`src/design/hps_pkg.sv`:
```
`timescale 1ns / 1ps
// Shared types, constants and rounding helper for the height-field shader.
// No dependencies; used by every module of the shader core.
package hps_pkg;

  localparam int CW        = 25;    // raw vector component width (signed Q16.8 difference)
  localparam int UW        = 32;    // unit vector component width (signed Q.30)
  localparam int QB        = 30;    // fraction bits of a unit component
  localparam int SQ_N      = 31;    // square root stages, one result bit each
  localparam int DV_N      = 31;    // divider stages, one quotient bit each
  localparam int COORD_MAX = 4096;

  localparam int IN_W    = 144;
  localparam int OUT_W   = 16;
  localparam int CFG_IW  = 3;
  localparam int CFG_DW  = 24;

  // 0.98 in Q.30, and the reflection clamp of 1.5 in Q.30.
  localparam logic [31:0] THRESH_Q30 = 32'd1052266988;
  localparam logic [31:0] REFL_LIM   = 32'd1610612736;
  // ceil(2^21 / 3): exact division by three for dividends below 2^21.
  localparam logic [19:0] RECIP3     = 20'd699051;

  typedef enum logic [CFG_IW-1:0] {
    CFG_SPEC_MODE = 3'd0,
    CFG_LIGHT_X   = 3'd1,
    CFG_LIGHT_Y   = 3'd2,
    CFG_LIGHT_Z   = 3'd3,
    CFG_EYE_X     = 3'd4,
    CFG_EYE_Y     = 3'd5,
    CFG_EYE_Z     = 3'd6
  } cfg_idx_t;

  typedef logic signed [CW-1:0] comp_t;
  typedef comp_t cvec_t [3];
  typedef logic signed [UW-1:0] ucomp_t;
  typedef ucomp_t uvec_t [3];

  typedef struct packed {
    logic vld;
    logic zero;
  } norm_stat_t;

  // v / 2^s, rounded half away from zero.
  function automatic logic signed [63:0] rnd_shr(input logic signed [63:0] v,
                                                 input int unsigned s);
    logic [63:0] m;
    m = v[63] ? 64'(-v) : 64'(v);
    m = (m + (64'd1 << (s - 1))) >> s;
    return v[63] ? -$signed(m) : $signed(m);
  endfunction

endpackage

```
`src/design/hps_skid.sv`:
```
`timescale 1ns / 1ps
// Output register with a one-word skid stage; its ready gates the pipeline.
// Depends on hps_pkg for the word width.
module hps_skid (
  input  logic                        clk,
  input  logic                        rst,
  input  logic                        in_vld,
  input  logic [hps_pkg::OUT_W-1:0]   in_data,
  output logic                        advance,
  output logic                        out_vld,
  input  logic                        out_rdy,
  output logic [hps_pkg::OUT_W-1:0]   out_data
);
  import hps_pkg::*;

  logic             skid_vld;
  logic [OUT_W-1:0] skid_data;
  logic             in_fire;

  assign advance = !skid_vld;
  assign in_fire = in_vld && !skid_vld;

  always_ff @(posedge clk) begin
    if (rst) begin
      out_vld  <= 1'b0;
      skid_vld <= 1'b0;
    end else if (!out_vld || out_rdy) begin
      if (skid_vld) begin
        out_vld  <= 1'b1;
        skid_vld <= 1'b0;
      end else begin
        out_vld <= in_fire;
      end
    end else if (in_fire) begin
      skid_vld <= 1'b1;
    end
  end

  always_ff @(posedge clk) begin
    if (!out_vld || out_rdy) begin
      out_data <= skid_vld ? skid_data : in_data;
    end else if (in_fire) begin
      skid_data <= in_data;
    end
  end

  a_skid_order: assert property (@(posedge clk) disable iff (rst)
    skid_vld |-> out_vld)
    else $error("skid stage holds a word while the output register is empty");

  a_skid_fill: assert property (@(posedge clk) disable iff (rst)
    $rose(skid_vld) |-> $past(out_vld && !out_rdy))
    else $error("skid stage filled without an output stall");

endmodule

```
`config.mk`:
```
export PLATFORM = sky130hd
export DESIGN_NAME = hps_skid
export DESIGN_NICKNAME = d
export VERILOG_FILES = /design/src/design/hps_pkg.sv /design/src/design/hps_skid.sv
export SDC_FILE = /design/constraint.sdc
export NUM_CORES = 1
export LEC_CHECK = 0
export BUFFER_PORTS_ARGS = -buffer_cell sky130_fd_sc_hd__buf_2
export CAP_MARGIN = 25
export CELL_PAD_IN_SITES_DETAIL_PLACEMENT = 0
export CELL_PAD_IN_SITES_GLOBAL_PLACEMENT = 1
export CORE_MARGIN = 1.5
export CORE_UTILIZATION = 44
export DETAILED_ROUTE_END_ITERATION = 6
export HOLD_SLACK_MARGIN = 0.03
export PLACE_DENSITY = 0.88
export SLEW_MARGIN = 20
export SYNTH_ARGS = -nofsm -noshare
export SYNTH_HDL_FRONTEND = slang
export SYNTH_SLANG_ARGS = --single-unit
```
`constraint.sdc`:
```
create_clock -name clk -period 8.5 [get_ports clk]
set_clock_uncertainty 0.2 [all_clocks]
set_input_delay 1.275 -clock clk [delete_from_list [all_inputs] [get_ports clk]]
set_output_delay 1.275 -clock clk [all_outputs]
set_load 0.01 [all_outputs]
```
==> results of run 1 <==
==> kinds of logic after synthesis <==
family / count (synthesis) / share of synthesized area
flops: 34 / 0.788
mux: 16 / 0.163
compound gates: 1 / 0.00394
simple gates: 4 / 0.0177
buf+inv: 3 / 0.0276
==> routing by layer <==
metal / part of all wire / vias to the layer above / routed length [µm] / track usage
li1: - / 314 / - / -
met1: 0.47 / 294 / 877 / 0.167
met2: 0.46 / 24 / 865 / 0.186
met3: 0.051 / 5 / 95 / 0.0599
met4: 0.021 / 0 / 39 / 0.0714
met5: 0 / - / 0 / 0
==> power groups by stage <==
stage                     combinational, mW  clock (mW)  sequential (mW)
after floorplan                     0.00921           0            0.202
after global placement               0.0241           0            0.198
after detailed placement             0.0246           0            0.199
after CTS                            0.0248      0.0820            0.195
after global routing                 0.0261      0.0907            0.196
final                                0.0242      0.0798            0.195
==> synthesized netlist by cell type (all sizes together) <==
master   n  area share
a21oi    1      0.0039
nor3b    1      0.0059
buf      2       0.025
nand2b   1      0.0049
nor2     1      0.0030
nor3     1      0.0039
edfxtp  32        0.76
inv      1      0.0030
mux2    16        0.16
dfxtp    2       0.032
==> state kept, by name, summed over array words and instances, names as in the netlist <==
register   count
out_data      16
skid_vld       1
skid_data     16
out_vld        1
==> metrics by stage <==
stage	std cells	cell area, µm²
after floorplan	58	1270
after global placement	125	1480
after detailed placement	125	1480
after CTS	132	1520
after global routing	132	1520
final	132	1520
==> cells in the final DEF (no fill, tap or decap) <==
cell / n
buf_2: 37
nand2b_1: 1
a21oi_1: 1
buf_4: 1
edfxtp_1: 32
mux2_2: 9
nor3b_2: 1
nor3_1: 1
mux2_4: 7
dfxtp_1: 2
clkbuf_4: 5
clkbuf_1: 2
nor2_1: 1
inv_1: 1
==> worst max path at each step <==
| stage | from | end | slack, ns | cells past startpoint |
|---|---|---|---|---|
| final | out_rdy | skid_data[11]$_DFFE_PP_ | 5.45 | 4 |
| after global routing | out_rdy | skid_data[11]$_DFFE_PP_ | 5.30 | 4 |
| after CTS | out_rdy | skid_data[11]$_DFFE_PP_ | 5.38 | 4 |
| after detailed placement | out_rdy | skid_data[12]$_DFFE_PP_ | 5.04 | 4 |
| after global placement | out_rdy | skid_data[10]$_DFFE_PP_ | 5.19 | 4 |
| after floorplan | out_rdy | skid_data[0]$_DFFE_PP_ | 4.81 | 2 |
==> cell type report <==
| type | instances | area share |
|---|---|---|
| Clock buffer | 7 | 0.0296 |
| Multi-Input combinational cell | 21 | 0.157 |
| Tap cell | 31 | 0.0255 |
| Timing Repair Buffer | 38 | 0.127 |
| Inverter | 1 | 0.00247 |
| Sequential cell | 34 | 0.658 |
==> worst max-delay path: stages <==
cell and delay [ns]:
buf_2 0.09, nand2b_1 0.53, nor3b_2 0.70, buf_4 0.29
==> impl_summary.md, run 1 <==
Power and ir drop
The leakage power is 0.593 nW. Of the total power, combinational logic draws 0.081. The clock network fraction of total power is 0.267. The worst vdd rail ir drop is 0.000159 V.

The power density relative to cell area is 196 nW/µm². Power comes to 299 µW. The sequential fraction of design power is 0.652.

The reported net switching power is 62.5 µW. Of the total power, the share spent switching nets is 0.209. The internal power contribution is 236 µW.

Routing
The starting DRC count in detailed routing is 13. The count of unresolved DRC violations after routing is 0. The first-pass detailed-route iteration total is 4. The ratio of routed vias to standard cells is 4.83. The average wire per cell in the routed design is 14.2 µm. Detailed routing inserted a total of 637 vias. The sum of routed wire length over all layers is 1.88 mm.

The final antenna-violating net count is 0.

Worst setup path
The number of cells traversed by the worst register-to-register path is 3. Along the worst path, the maximum fanout reaches 19. The critical path is of the input port to register type. The data arrival time of the critical path is 2.88 ns. In this run the critical register-to-register path is captured at skid_data[11]$_DFFE_PP_.

STA classifies the critical path startpoint as an input port. The kind of end point of the critical path is a register. The startpoint identified for the worst register-to-register timing path is out_vld$_SDFFE_PP0P_. The flop-to-flop setup slack is 6.23 ns. Data on the critical path is required at its endpoint by 8.33 ns.

STA
The ratio of final minimum period to clock period is 0.359. The slew at the pin with the worst max-slew slack is 0.911 ns. The final hold violation count was 0. The number of pins with negative max-slew slack in the final report is 0. The worst slew margin relative to its limit is 0.392.

Setup repair after global routing left no endpoint under its margin. Setup slack closes at 5.45 ns. The setup TNS after final layout is 0 ns. The number of endpoints failing setup at the final stage is 0.

The routed design could run at a clock period as short as 3.05 ns. The achievable clock frequency is 328 MHz. Final hold analysis gives a worst-case slack of 0.357 ns.

Synth
The synthesized flop and latch total is 34. Synthesis produced 58 cells. The area of the mapped netlist is 1270 µm².

The total of warnings raised by yosys is 0. The number of different library cells used by synthesis comes to 12. The share of the yosys chip area belonging to registers is 0.788. The post-synthesis net count is 78. A synthesized cell averages 21.9 µm².

Cells and area
The multi-input combinational cells in the finished layout cover a total of 239 µm². In the final layout, the share of cells above drive strength 1 is 0.594. Measured on the finished design, the core utilization comes to 0.551.

0 antenna diodes ended up in the layout. The layout net count is 121. The area occupied by registers is 1000 µm². The fill cell instance count of the final layout is 213. The post-synthesis to final-layout area growth is 19.7%.

Clock network
The CTS tree is done. The clock net in this run drives a total of 34 sinks. CTS built an H-tree with a depth of 2.

The clock buffer count from CTS is 5. At the later pin of the worst-skew pair, clock insertion delay measures 0.31 ns. The number of gates resized after CTS is 0. The clock slew seen by the registers of the worst setup and hold paths is 0.09 ns.

After clock tree synthesis, the flow added hold-fix buffers numbering 0. The number of setup buffers added after CTS is 0. The root buffer cell chosen for the clock tree is clkbuf_4. The number of buffers on the longest clock path is 2.

Global route
Summed over all layers, the global routing overflow is 0. The largest net degree at the start of global routing is 20. The via count of the first global-routing pass is 658. The number of antenna violations at the first check in global routing was 0.

Across every metal layer, demand over resource in global routing totals 0.131. The first global-routing pass estimated 3.02 mm of wire.

Flow run
The reported max-cap violation count is 0.

Place
The number of buffers inserted by port buffering is 37. The wire-length estimate of the detail-placed layout is 1.30 mm. Prior to clock tree synthesis, the placed netlist has a worst setup slack of 5.04 ns. The global placement routability congestion is 0.608.

Status
The run finished with clean final reports.

Floorplan
38 I/O pins were placed. The die is 56.7 µm wide. The initial standard-cell utilization of the core is 0.461. The core region is 2760 µm². The floorplan has 19 rows. The die outline area is 3220 µm².

The die is 56.7 µm tall.

Min path
In this run the worst hold path is classified as register to register. The worst hold path cell count is 1. The path with the worst hold slack has its endpoint at out_data[8]$_DFFE_PP_. The startpoint identified for the worst hold timing path is skid_data[8]$_DFFE_PP_.
No activity file was read; power rests on OpenSTA's default activity.
==> inputs of run 2 (changes only) <==
- CORE_UTILIZATION: 44 -> 41
- PLACE_DENSITY: 0.88 -> 0.83
- clock period: 8.5 -> 2.9 ns (I/O delays scaled with it)
==> run 2 against run 1 <==
  * Clock power grew to 3.2 times the previous value
  * Flip-flop and latch count stayed put
  * Hold slack lost 0.27 ns
  * Via count is 3.6% higher
  * Sequential share of layout area is 1.3 points lower
  * Largest cell class unchanged
==> impl_summary.md, run 2 (same netlist as run 1, synthesis figures left out) <==
Global route
The first-pass GRT wire length is 3.00 mm. The total track usage is 0.127. The number of antenna violations at the first check in global routing is 0. Global routing finished with a remaining overflow of 0. Entering global routing, the biggest net connects 20 pins. The via count of the first global-routing pass was 647.

Worst setup path
For the worst setup path, the data required time is 2.27 ns. The startpoint-to-endpoint class of the critical path is register to output pin. For the worst setup path, the data arrival time is 1.41 ns. The worst setup path startpoint is skid_vld$_SDFFE_PP0P_. The kind of end point of the critical path is an output pin.

The number of cells traversed by the worst register-to-register path is 2. The reg-to-reg critical path startpoint is skid_vld$_SDFFE_PP0P_. The top fanout value on the critical path is 11. For flop-to-flop paths, the worst setup slack is 1.23 ns. The worst setup path is launched from a register. The capture instance of the worst register-to-register path is out_data[11]$_DFFE_PP_.

Place
Before CTS, the worst setup slack after placement is 1.03 ns. The HPWL after detailed placement is 1.37 mm. The number of buffers inserted by port buffering is 37. The global placement routability congestion is 0.721.

STA
The ratio of final minimum period to clock period is 0.705. The minimum clock period is 2.05 ns. The slew at the pin with the worst max-slew slack is 0.464 ns. Setup total negative slack on the finished layout was measured at 0 ns. Setup repair after global routing left no endpoint under its margin. Once routing completed, OpenROAD measured the worst setup slack at 0.855 ns. The final hold violation count is 0.

The achievable clock frequency is 489 MHz. The number of pins with negative max-slew slack in the final report is 0. The number of endpoints failing setup at the final stage is 0. The worst slew margin relative to its limit is 0.690.

Cells and area
The share of the core filled with cells in the final layout is 0.517. In the final layout, the registers with the most flip-flops are out_data (16), skid_data (16). The antenna diode instance count is 0. The leading cell type in the layout, fill and taps excluded is buf_2.

The layout net count is 123. The layout cell share with drive strength beyond 1 is 0.606. From synthesis to final layout, the design area changed by 22.2%. In the layout the commonest cells are buf_2 (37), edfxtp_1 (32), mux2_2 (9), mux2_4 (7), clkbuf_4 (5).

Power and ir drop
The worst vdd rail ir drop is 0.000273 V. The leakage power is 0.610 nW. For this design the ratio of total power to cell area is 582 nW/µm².

Clock network
The hold buffer count at CTS is 0. Gates resized during post-CTS repair numbered 0. The insertion delay of the later-clocked pin in the worst-skew pair is 0.32 ns.

In this run, CTS created clock tree buffers numbering 5. The CTS H-tree depth is 2. The cell sitting at the root of the clock tree is a clkbuf_4. Buffers added to address setup during post-CTS repair amount to 0.

The CTS tree is done. The clock slew seen by the registers of the worst setup and hold paths is 0.09 ns. The clock passes through at most 2 buffers. Clock tree synthesis found a total of 34 sinks.

Floorplan
The core region is 3000 µm². The die outline area is 3440 µm². 38 I/O pins were placed. The initial standard-cell utilization of the core is 0.423.

The site row count is 20. Measured along the y axis, the die boundary spans 58.7 µm. The die outline width is 58.7 µm.

Routing
Using the TritonRoute via totals, the vias-per-cell ratio works out to 4.82. The routed layout has 660 vias. The final antenna-violating net count is 0. After detailed routing, the number of remaining DRC violations is 0. The first-pass detailed-route iteration total is 4. After detailed routing, the average wire length per cell comes to 14.0 µm. The sum of routed wire length over all layers is 1.92 mm. The starting DRC count in detailed routing is 5.

Min path
The startpoint of the worst hold path is rst. The worst min-delay path class is input port to register. The terminating pin of the worst hold path is out_vld$_SDFFE_PP0P_. The worst hold path cell count is 2.

Flow run
The reported max-cap violation count is 0.

Status
The flow ran to the end, and the final reports show no timing, DRC or antenna violations.
run 2: changes by cell type in the layout (fill, tap and decap cells not counted), sizes merged:
cell    change
clkbuf      +1
buf         +2
run 2: through the flow:
step	std cells	hold slack, ns	cell area, µm²	total power [mW]
after global routing	137	0.0510	1550	0.949
after detailed placement	129	0.334	1490	0.657
after CTS	137	0.0563	1550	0.917
after global placement	129	0.329	1490	0.654
final	137	0.0825	1550	0.903
after floorplan	58	0.304	1270	0.618
run 2: worst max path at each step:
| stage | cells past startpoint | end | slack (ns) |
|---|---|---|---|
| after CTS | 3 | advance | 0.83 |
| after detailed placement | 5 | skid_data[4]$_DFFE_PP_ | 1.03 |
| after global placement | 5 | skid_data[3]$_DFFE_PP_ | 1.08 |
| final | 3 | advance | 0.85 |
| after floorplan | 2 | skid_data[0]$_DFFE_PP_ | 0.05 |
| after global routing | 3 | advance | 0.74 |
run 2: report_power, final:
| group | leakage, nW | switching, mW | internal [mW] |
|---|---|---|---|
| clock network | 0.0326 | 0.139 | 0.120 |
| logic | 0.250 | 0.0357 | 0.0384 |
| registers | 0.328 | 0.00690 | 0.563 |
| total | 0.610 | 0.181 | 0.721 |
run 2: cell type report:
type | instances | area, µm²
Clock buffer | 8 | 58.8
Sequential cell | 34 | 1000
Timing Repair Buffer | 40 | 208
Inverter | 1 | 3.75
Multi-Input combinational cell | 21 | 239
Tap cell | 33 | 41.3
Fill cell | 259 | 1450
run 2: critical path, cell delays in order, from the launching register on:
cell     delay [ns]
dfxtp_1        0.62
buf_4          0.29
inv_1          0.05
buf_2          0.13
run 2: per-layer routing:
metal  track usage  up-vias  part of all wire
met2         0.197       34              0.49
li1              -      315                 -
met1         0.149      308              0.41
met3        0.0681        3             0.089
met4        0.0487        0             0.014
met5             0        -                 0
==> inputs of run 3 (changes only) <==
- clock period: 2.9 -> 2.04 ns (I/O delays scaled with it)
==> run 3 against run 2 <==
  * Sequential power grew 42%
  * Die area is the same
  * Flip-flop and latch count is the same
  * Hold slack lost 0.0081 ns
  * Final area grew 13%
  * Global-route usage shrank 0.48 points
  * Critical path type unchanged
  * Highest routed layer unchanged
==> impl_summary.md, run 3 (same netlist as run 1, synthesis figures left out) <==
Clock network
The CTS tree is done. The number of buffers on the longest clock path is 2. The clock buffer count from CTS is 5.

Clock-pin slew was measured on the worst setup and hold paths at 0.09 ns. The H-tree generated during clock tree synthesis spans 2 levels. The CTS sink count is 34. The clock root buffer is clkbuf_4. The insertion delay of the later-clocked pin in the worst-skew pair is 0.31 ns. The count of buffers added by post-CTS timing repair for setup is 0.

Cells and area
In the final layout, the share of cells above drive strength 1 is 0.528. After the last flow step, the layout net total stands at 142. Compared with the post-synthesis result, the final layout area differs by 38.5%. Leaving out fill and tap cells, the most frequent cell in the layout is buf_2.

The number of antenna diodes in the final layout is 0. The top cell types in the final layout, fill and taps aside, are buf_2 (37), edfxtp_1 (32), dlygate4sd3_1 (17), mux2_2 (9), mux2_4 (7). The area of all placed cells without fillers is 1760 µm². The largest registers in the layout are out_data (16), skid_data (16).

Worst setup path
The required time of the critical path is 1.53 ns. The data arrival time of the critical path is 1.05 ns. The slowest cell on the critical path is dfxtp_1. The startpoint-to-endpoint class of the critical path is register to output pin.

Among cell families on the critical path, the largest total delay comes from buffers and inverters. Together, buffers and inverters on the worst path number 3. STA classifies the critical path endpoint as an output pin. The largest single stage delay on the critical path is 0.34 ns.

The top fanout value on the critical path is 10. The sort of element at the start of the critical path is a register. Traced cell by cell, the critical path runs through buf_4 -> inv_1 -> buf_2.

STA
At the pin with the least slew margin, the transition time is 0.227 ns. The minimum clock period is 1.55 ns. Dividing the final minimum period by the clock period gives 0.762. The final hold violation count came to 0. For this run, the top clock speed supported by timing is 643 MHz.

The worst pin sits at a relative slew slack of 0.849. The number of pins with negative max-slew slack in the final report is 0. Setup repair after global routing left no endpoint under its margin.

Setup violations remaining at the end of the flow were counted as 0. Summed over all failing endpoints, the final setup total negative slack is 0 ns.

Routing
The starting DRC count in detailed routing is 21. The count of unresolved DRC violations after routing is 0. After detailed routing, the number of vias per cell comes to 4.56. In this run the remaining antenna-violating nets after routing total 0. The first detailed-routing pass ran for 4 iterations. The sum of routed wire length over all layers is 1.93 mm. The total via count after detailed routing is 712. Dividing the detail-routed wire length by the instance count gives 12.4 µm.

Global route
The number of antenna violations at the first check in global routing is 0. The first-pass GRT wire length is 2.87 mm. The via count of the first global-routing pass was 633. Entering global routing, the biggest net connects 19 pins.

Global routing finished with a remaining overflow of 0. In the global route stage, overall resource usage came out at 0.122.

Status
The flow ran to the end, and the final reports show no timing, DRC or antenna violations.

Min path
The worst min-delay path class is input port to register.

Place
At the end of routability-driven placement, the weighted congestion stood at 0.754. Buffers placed on the I/O ports in this run total 37. The placed instance area is 1510 µm².

Floorplan
The die is 58.7 µm tall. The core region is 3000 µm². The die outline width is 58.7 µm. 38 I/O pins were placed.

The die outline area is 3440 µm². The site row count is 20. For this configuration, the core starts out at a cell density of 0.423.

Power and ir drop
The leakage power is 0.700 nW. VDD sags by at most 0.000471 V. The power density relative to cell area is 794 nW/µm².

Flow run
Max-cap violations in this run came to 0.
==> run 3: cell count changes in the layout (fill, tap and decap cells not counted), sizes merged <==
cell	previous run	this run
clkbuf	8	7
dlygate4sd3	0	17
bufinv	0	1
buf	40	42
==> run 3: layout make-up <==
cell class | instances | area [µm²]
clock buffer | 7 | 45.0
clock inverter | 1 | 30.0
fill | 244 | 1240
inverter | 1 | 3.75
multi-input combinational | 21 | 245
sequential | 34 | 1000
tap | 33 | 41.3
timing repair buffer | 59 | 393
==> run 3: worst register-to-register path, stage by stage (launching register included) <==
cell and delay (ns):
dfxtp_1 0.32, buf_4 0.19, nor3b_4 0.19, buf_4 0.20
==> run 3: metrics by stage <==
| step | setup WS, ns | instances | hold WS (ns) | util | power, mW |
|---|---|---|---|---|---|
| 3_5_place_dp | 0.537 | 131 | 0.291 | 0.504 | 0.934 |
| 3_3_place_gp | 0.560 | 131 | 0.283 | 0.504 | 0.931 |
| 6_report | 0.486 | 156 | 0.0745 | 0.586 | 1.40 |
| 4_1_cts | 0.462 | 156 | 0.0591 | 0.586 | 1.41 |
| 5_1_grt | 0.396 | 156 | 0.105 | 0.586 | 1.45 |
| 2_1_floorplan | 0.0625 | 58 | 0.175 | - | 0.881 |
==> run 3: final timing paths <==
kind                            slack [ns]  depth (start not counted)                      to                    from
worst min-delay path                  0.07                          3   skid_vld$_SDFFE_PP0P_                  in_vld
worst max register to register        0.66                          3  skid_data[2]$_DFFE_PP_   skid_vld$_SDFFE_PP0P_
worst max-delay path                  0.49                          3                 advance   skid_vld$_SDFFE_PP0P_
worst min register to register        0.36                          1   out_data[2]$_DFFE_PP_  skid_data[2]$_DFFE_PP_
==> run 3: timing repair <==
item,CTS,global route
hold endpoints to repair,18,0
hold buffers,17,0
gates resized for setup,0,0
==> run 3: routing by layer <==
layer / up-vias / part of all wire / GRT usage
li1: 355 / - / -
met1: 324 / 0.46 / 0.158
met2: 29 / 0.47 / 0.178
met3: 4 / 0.046 / 0.0330
met4: 0 / 0.022 / 0.0877
met5: - / 0 / 0
==> run 3: where the power goes <==
part	total [mW]	switching, mW	internal [mW]
clock network	0.455	0.195	0.260
logic	0.134	0.0561	0.0778
registers	0.808	0.00708	0.801
total	1.40	0.258	1.14
